$ cat src/spte_pkg.sv
// ----------------------------------------------------------------------------
// Shortest path tree engine package
// Item types, request codes and stored record formats.
// ----------------------------------------------------------------------------
package spte_pkg;

    localparam int unsigned DEF_MAX_NODES = 64;
    localparam int unsigned DEF_MAX_EDGES = 256;

    localparam int unsigned NODE_FW  = 6;
    localparam int unsigned COORD_W  = 24;
    localparam int unsigned WEIGHT_W = 24;
    localparam int unsigned COST_W   = 32;
    localparam int unsigned DIST_W   = 50;

    localparam logic [1:0] REQ_NODE  = 2'd0;
    localparam logic [1:0] REQ_EDGE  = 2'd1;
    localparam logic [1:0] REQ_RUN   = 2'd2;
    localparam logic [1:0] REQ_CLEAR = 2'd3;

    localparam logic [COST_W-1:0] COST_NONE = '1;

    typedef struct packed {
        logic [1:0]                 req_type;
        logic [NODE_FW-1:0]         node_a;
        logic [NODE_FW-1:0]         node_b;
        logic [WEIGHT_W-1:0]        weight;
        logic signed [COORD_W-1:0]  coord_x;
        logic signed [COORD_W-1:0]  coord_y;
        logic signed [COORD_W-1:0]  coord_z;
    } t_in_item;

    typedef struct packed {
        logic [NODE_FW-1:0] node_index;
        logic               reached;
        logic               is_start;
        logic [NODE_FW-1:0] prev_node;
        logic [COST_W-1:0]  path_cost;
        logic               last;
    } t_out_item;

    typedef struct packed {
        logic signed [COORD_W-1:0] x;
        logic signed [COORD_W-1:0] y;
        logic signed [COORD_W-1:0] z;
    } t_pos;

    typedef struct packed {
        logic [NODE_FW-1:0]  dst;
        logic [NODE_FW-1:0]  src;
        logic [WEIGHT_W-1:0] weight;
    } t_edge;

    typedef struct packed {
        logic               prev_vld;
        logic [NODE_FW-1:0] prev;
        logic [COST_W-1:0]  cost;
    } t_label;

    localparam t_label LABEL_NONE = '{prev_vld: 1'b0, prev: '0, cost: COST_NONE};

    typedef struct packed {
        logic               clear;
        logic               rd;
        logic [NODE_FW-1:0] rd_addr;
        logic               wr;
        logic [NODE_FW-1:0] wr_addr;
        t_label             wr_data;
        logic               push;
        logic [NODE_FW-1:0] push_node;
        logic               pop;
        logic               unmark;
        logic [NODE_FW-1:0] unmark_node;
    } t_lbl_cmd;

endpackage

$ cat src/spte_dist.sv
// ----------------------------------------------------------------------------
// Squared distance unit
// Two-stage pipeline: per-axis squares, then their sum.
// ----------------------------------------------------------------------------
module spte_dist #(
    parameter int unsigned MAX_NODES = spte_pkg::DEF_MAX_NODES,
    localparam int unsigned NW = $clog2(MAX_NODES)
) (
    input  logic                          i_clk,
    input  logic                          i_rst_n,
    input  logic                          i_vld,
    input  logic [NW-1:0]                 i_idx,
    input  logic                          i_pres,
    input  spte_pkg::t_pos                i_pos,
    input  spte_pkg::t_pos                i_ctr,
    output logic                          o_vld,
    output logic [NW-1:0]                 o_idx,
    output logic                          o_pres,
    output logic [spte_pkg::DIST_W-1:0]   o_dist,
    output logic                          o_busy
);
    import spte_pkg::*;

    logic signed [COORD_W:0]     dx, dy, dz;
    logic signed [2*COORD_W+1:0] sx, sy, sz;
    logic [2*COORD_W-1:0]        r_sx, r_sy, r_sz;
    logic                        r_s1_vld, r_s2_vld;
    logic [NW-1:0]               r_s1_idx, r_s2_idx;
    logic                        r_s1_pres, r_s2_pres;
    logic [DIST_W-1:0]           r_dist;

    assign dx = (COORD_W+1)'(i_pos.x) - (COORD_W+1)'(i_ctr.x);
    assign dy = (COORD_W+1)'(i_pos.y) - (COORD_W+1)'(i_ctr.y);
    assign dz = (COORD_W+1)'(i_pos.z) - (COORD_W+1)'(i_ctr.z);
    assign sx = dx * dx;
    assign sy = dy * dy;
    assign sz = dz * dz;

    always_ff @(posedge i_clk) begin
        r_sx      <= sx[2*COORD_W-1:0];
        r_sy      <= sy[2*COORD_W-1:0];
        r_sz      <= sz[2*COORD_W-1:0];
        r_s1_idx  <= i_idx;
        r_s1_pres <= i_pres;
        r_dist    <= DIST_W'(r_sx) + DIST_W'(r_sy) + DIST_W'(r_sz);
        r_s2_idx  <= r_s1_idx;
        r_s2_pres <= r_s1_pres;
    end

    always_ff @(posedge i_clk) begin
        if (!i_rst_n) begin
            r_s1_vld <= 1'b0;
            r_s2_vld <= 1'b0;
        end else begin
            r_s1_vld <= i_vld;
            r_s2_vld <= r_s1_vld;
        end
    end

    assign o_vld  = r_s2_vld;
    assign o_idx  = r_s2_idx;
    assign o_pres = r_s2_pres;
    assign o_dist = r_dist;
    assign o_busy = r_s1_vld || r_s2_vld;

endmodule

$ cat config.mk
export PLATFORM = sky130hd
export DESIGN_NAME = spte_dist
export DESIGN_NICKNAME = d
export VERILOG_FILES = /design/src/spte_pkg.sv /design/src/spte_dist.sv
export SDC_FILE = /design/constraint.sdc
export NUM_CORES = 2
export LEC_CHECK = 0
export ABC_AREA = 1
export BUFFER_PORTS_ARGS = -buffer_cell sky130_fd_sc_hd__buf_4
export CORE_ASPECT_RATIO = 0.9
export CORE_MARGIN = 2
export CORE_UTILIZATION = 35
export CTS_BUF_LIST = sky130_fd_sc_hd__clkbuf_8
export DETAILED_ROUTE_END_ITERATION = 10
export PLACE_DENSITY_LB_ADDON = 0.08
export SLEW_MARGIN = 20
export SYNTH_ARGS = -nofsm -noshare
export SYNTH_HDL_FRONTEND = slang
export SYNTH_SLANG_ARGS = --single-unit
export TNS_END_PERCENT = 5
$ cat constraint.sdc
create_clock -name i_clk -period 9 [get_ports i_clk]
set_clock_uncertainty 0.1 [all_clocks]
set_input_delay 0.45 -clock i_clk [delete_from_list [all_inputs] [get_ports i_clk]]
set_output_delay 0.45 -clock i_clk [all_outputs]
set_load 0.1 [all_outputs]
==> run metrics <==
RSZ-0062 raised after global routing=false; Avg Cell Area, Syn=8.617 µm²; Cells after Synth=8467; worst reg-to-reg path cell count=8; post-synthesis mux area share=0.01372%; Worst path max stage delay=0.61 ns; EDFF count, synth=0; row cnt=158; cell taking the most area after synthesis=fa_1; Slowest-stage cell, CP=nor3_1; Setup violations, final=0; Cells on Worst Hold Path=0; Post-synth ARST share=0%; remaining antenna violation count=0; most numerous cell in the Yosys netlist=inv_1; storage element area=4144 µm²; Clock Latency Late Sink=0.67 ns; Fillers=21290; actual slew at the worst max-slew pin=0.8598 ns; Highest Clock Rate=117.6 MHz; register bit count reported by yosys=207; Max Slew Vio Count=0; postcts setup bufs=0; first-pass GRT wire length=376.5 mm; DR iter-0 viols=3820; CTS root buffer=clkbuf_8; simple-gate share of the synthesized area=13.86%; Post-Synthesis Cell Area=72960 µm²; max cap viols=0; CTS buffer count=41; Unique masters post-synth=55; initial core utilization=35.32%; Synth Area in Compound Gates=5.299%; Hold Crit Class=reg2reg; CTS tree=yes; Total Routing Usage GR=23.33%; post-synthesis adder-cell area fraction=59.36%; share of layout cells above drive strength 1=8.092%; H-tree levels=2; CTS sink cnt=207; gr ovfl total=0; Final Cycle Share=94.48%; Die Span X=485.3 µm; fin crit period=8.503 ns; required time worst endpoint=9.48 ns; status=complete, no violations; GPL Wtd Cong=0.9460; WL per Instance=20.68 µm; top post-synthesis cells by area=fa_1 (50%), inv_1 (12%), ha_1 (9.2%), nand2_1 (6.2%), dfxtp_1 (5.7%); first-pass iteration count of the detailed router=6; DRT Wirelength=241.5 mm; crit path kind=in2reg; Area growth, synth to finish=11.08%; ys flop type=dfxtp_1; post-synth top area share=50.13%; Layout Nets=11450; initial antenna violation count=4; Synth warnings=0; synth cell count leaders=inv_1 (2250), fa_1 (1827), nand2_1 (1200), nor2_1 (1015), ha_1 (538); vias=55640; DRC viols=0; sequential area share after synthesis=5.680%; largest family of logic cells by synthesized area=adder cells; crit path launch type=input port; Post-Synth XOR/XNOR Area=3.065%; Critical Path End Type=flip-flop; CP arrival=8.98 ns; Max-slew headroom=42.08%; crit-path max FO=10; Max Root-Sink Buffers=3; Via density=4.764; Port Buffer Count=212; CORE AREA=206600 µm²; Final TNS setup=0 ns; die area=212100 µm²; Worst-path clk slew=0.07 ns; vias in the first global route=60990; largest net degree at the start of global routing=24; hpwl dp=216.3 mm; die height=437.1 µm; top-level I/O count=213; Multi-input gate area=59570 µm²; final hold vios=0
## worst paths after layout
path	start	endpoint	slack [ns]
worst max-delay path	i_pos[48]	r_sx[43]	0.50
worst min-delay path	r_s1_idx[1]	o_idx[1]	0.22
worst max register to register	r_sz[13]	o_dist[18]	5.34
worst min register to register	r_s1_idx[1]	o_idx[1]	0.22
## per-stage QoR
stage	instances	utilization (%)	instance area [µm²]	hold WS [ns]	setup slack (ns)
6_report	11680	39.23	81040	0.2226	0.4968
5_1_grt	11680	39.23	81030	0.2399	0.1296
4_1_cts	11680	39.22	81030	0.2253	0.5740
3_5_place_dp	11600	38.75	80060	0.2121	-0.06929
3_3_place_gp	11600	38.75	80060	0.2100	-0.1582
2_1_floorplan	8469	-	72960	0.2096	1.158
## state kept, by name, indices dropped and copies added, names as in the netlist
register,cells
o_dist,50
r_sx,47
r_sy,47
r_sz,47
o_idx,6
r_s1_idx,6
o_pres,1
o_vld,1
r_s1_pres,1
r_s1_vld,1
## logic make-up after synthesis
logic type,after synthesis
other cells,1
fa+ha+maj,2365
mux,1
flops,207
compound gates,679
xor+xnor,230
simple gates,2541
buf+inv,2443
## critical path, delay by kind of cell
family | cells | cell delay (ns)
simple gates | 14 | 2.19
fa+ha+maj | 10 | 4.65
xor+xnor | 1 | 0.14
compound gates | 2 | 0.47
buf+inv | 10 | 1.05
## final cells by class
cell class	instances	share of cell area, %
multi-input combinational	5819	73.51
clock inverter	15	0.1853
timing repair buffer	562	5.423
inverter	2304	10.68
clock buffer	52	0.8832
sequential	207	5.114
tap	2720	4.200
antenna	2	0.006176
## cell usage in the layout, fill, tap and decap left out, types with 13 or more instances in the layout
cell      count
a21o_1       54
a21oi_1     291
a31oi_1      38
buf_4       540
clkbuf_8     52
clkinv_1     13
dfxtp_1     207
fa_1       1827
ha_1        538
inv_1      2257
inv_2        40
nand2_1    1199
nand3_1     184
nand4_1      39
nor2_1     1015
nor3_1       37
nor4_1       17
o21a_1       18
o21ai_0     184
o21bai_1     38
xnor2_1      59
xor2_1      142
xor2_2       17
## metal layers
layer,routed length (µm),vias up,global-route usage [%]
li1,-,25700,-
met1,117800,28400,35.37
met2,107500,1373,36.51
met3,12310,167,2.429
met4,3941,0,3.498
met5,0,-,0
## repair_timing
action | in CTS | in global routing
hold buffers | 10 | 0
endpoints found under the hold margin | 9 | 0
endpoints found under the setup margin | 0 | 1
resized for setup | 0 | 2
Power is left out: the tool's default activity adds up to more than one toggle a clock period on the data nets, which glitch-free logic cannot reach.
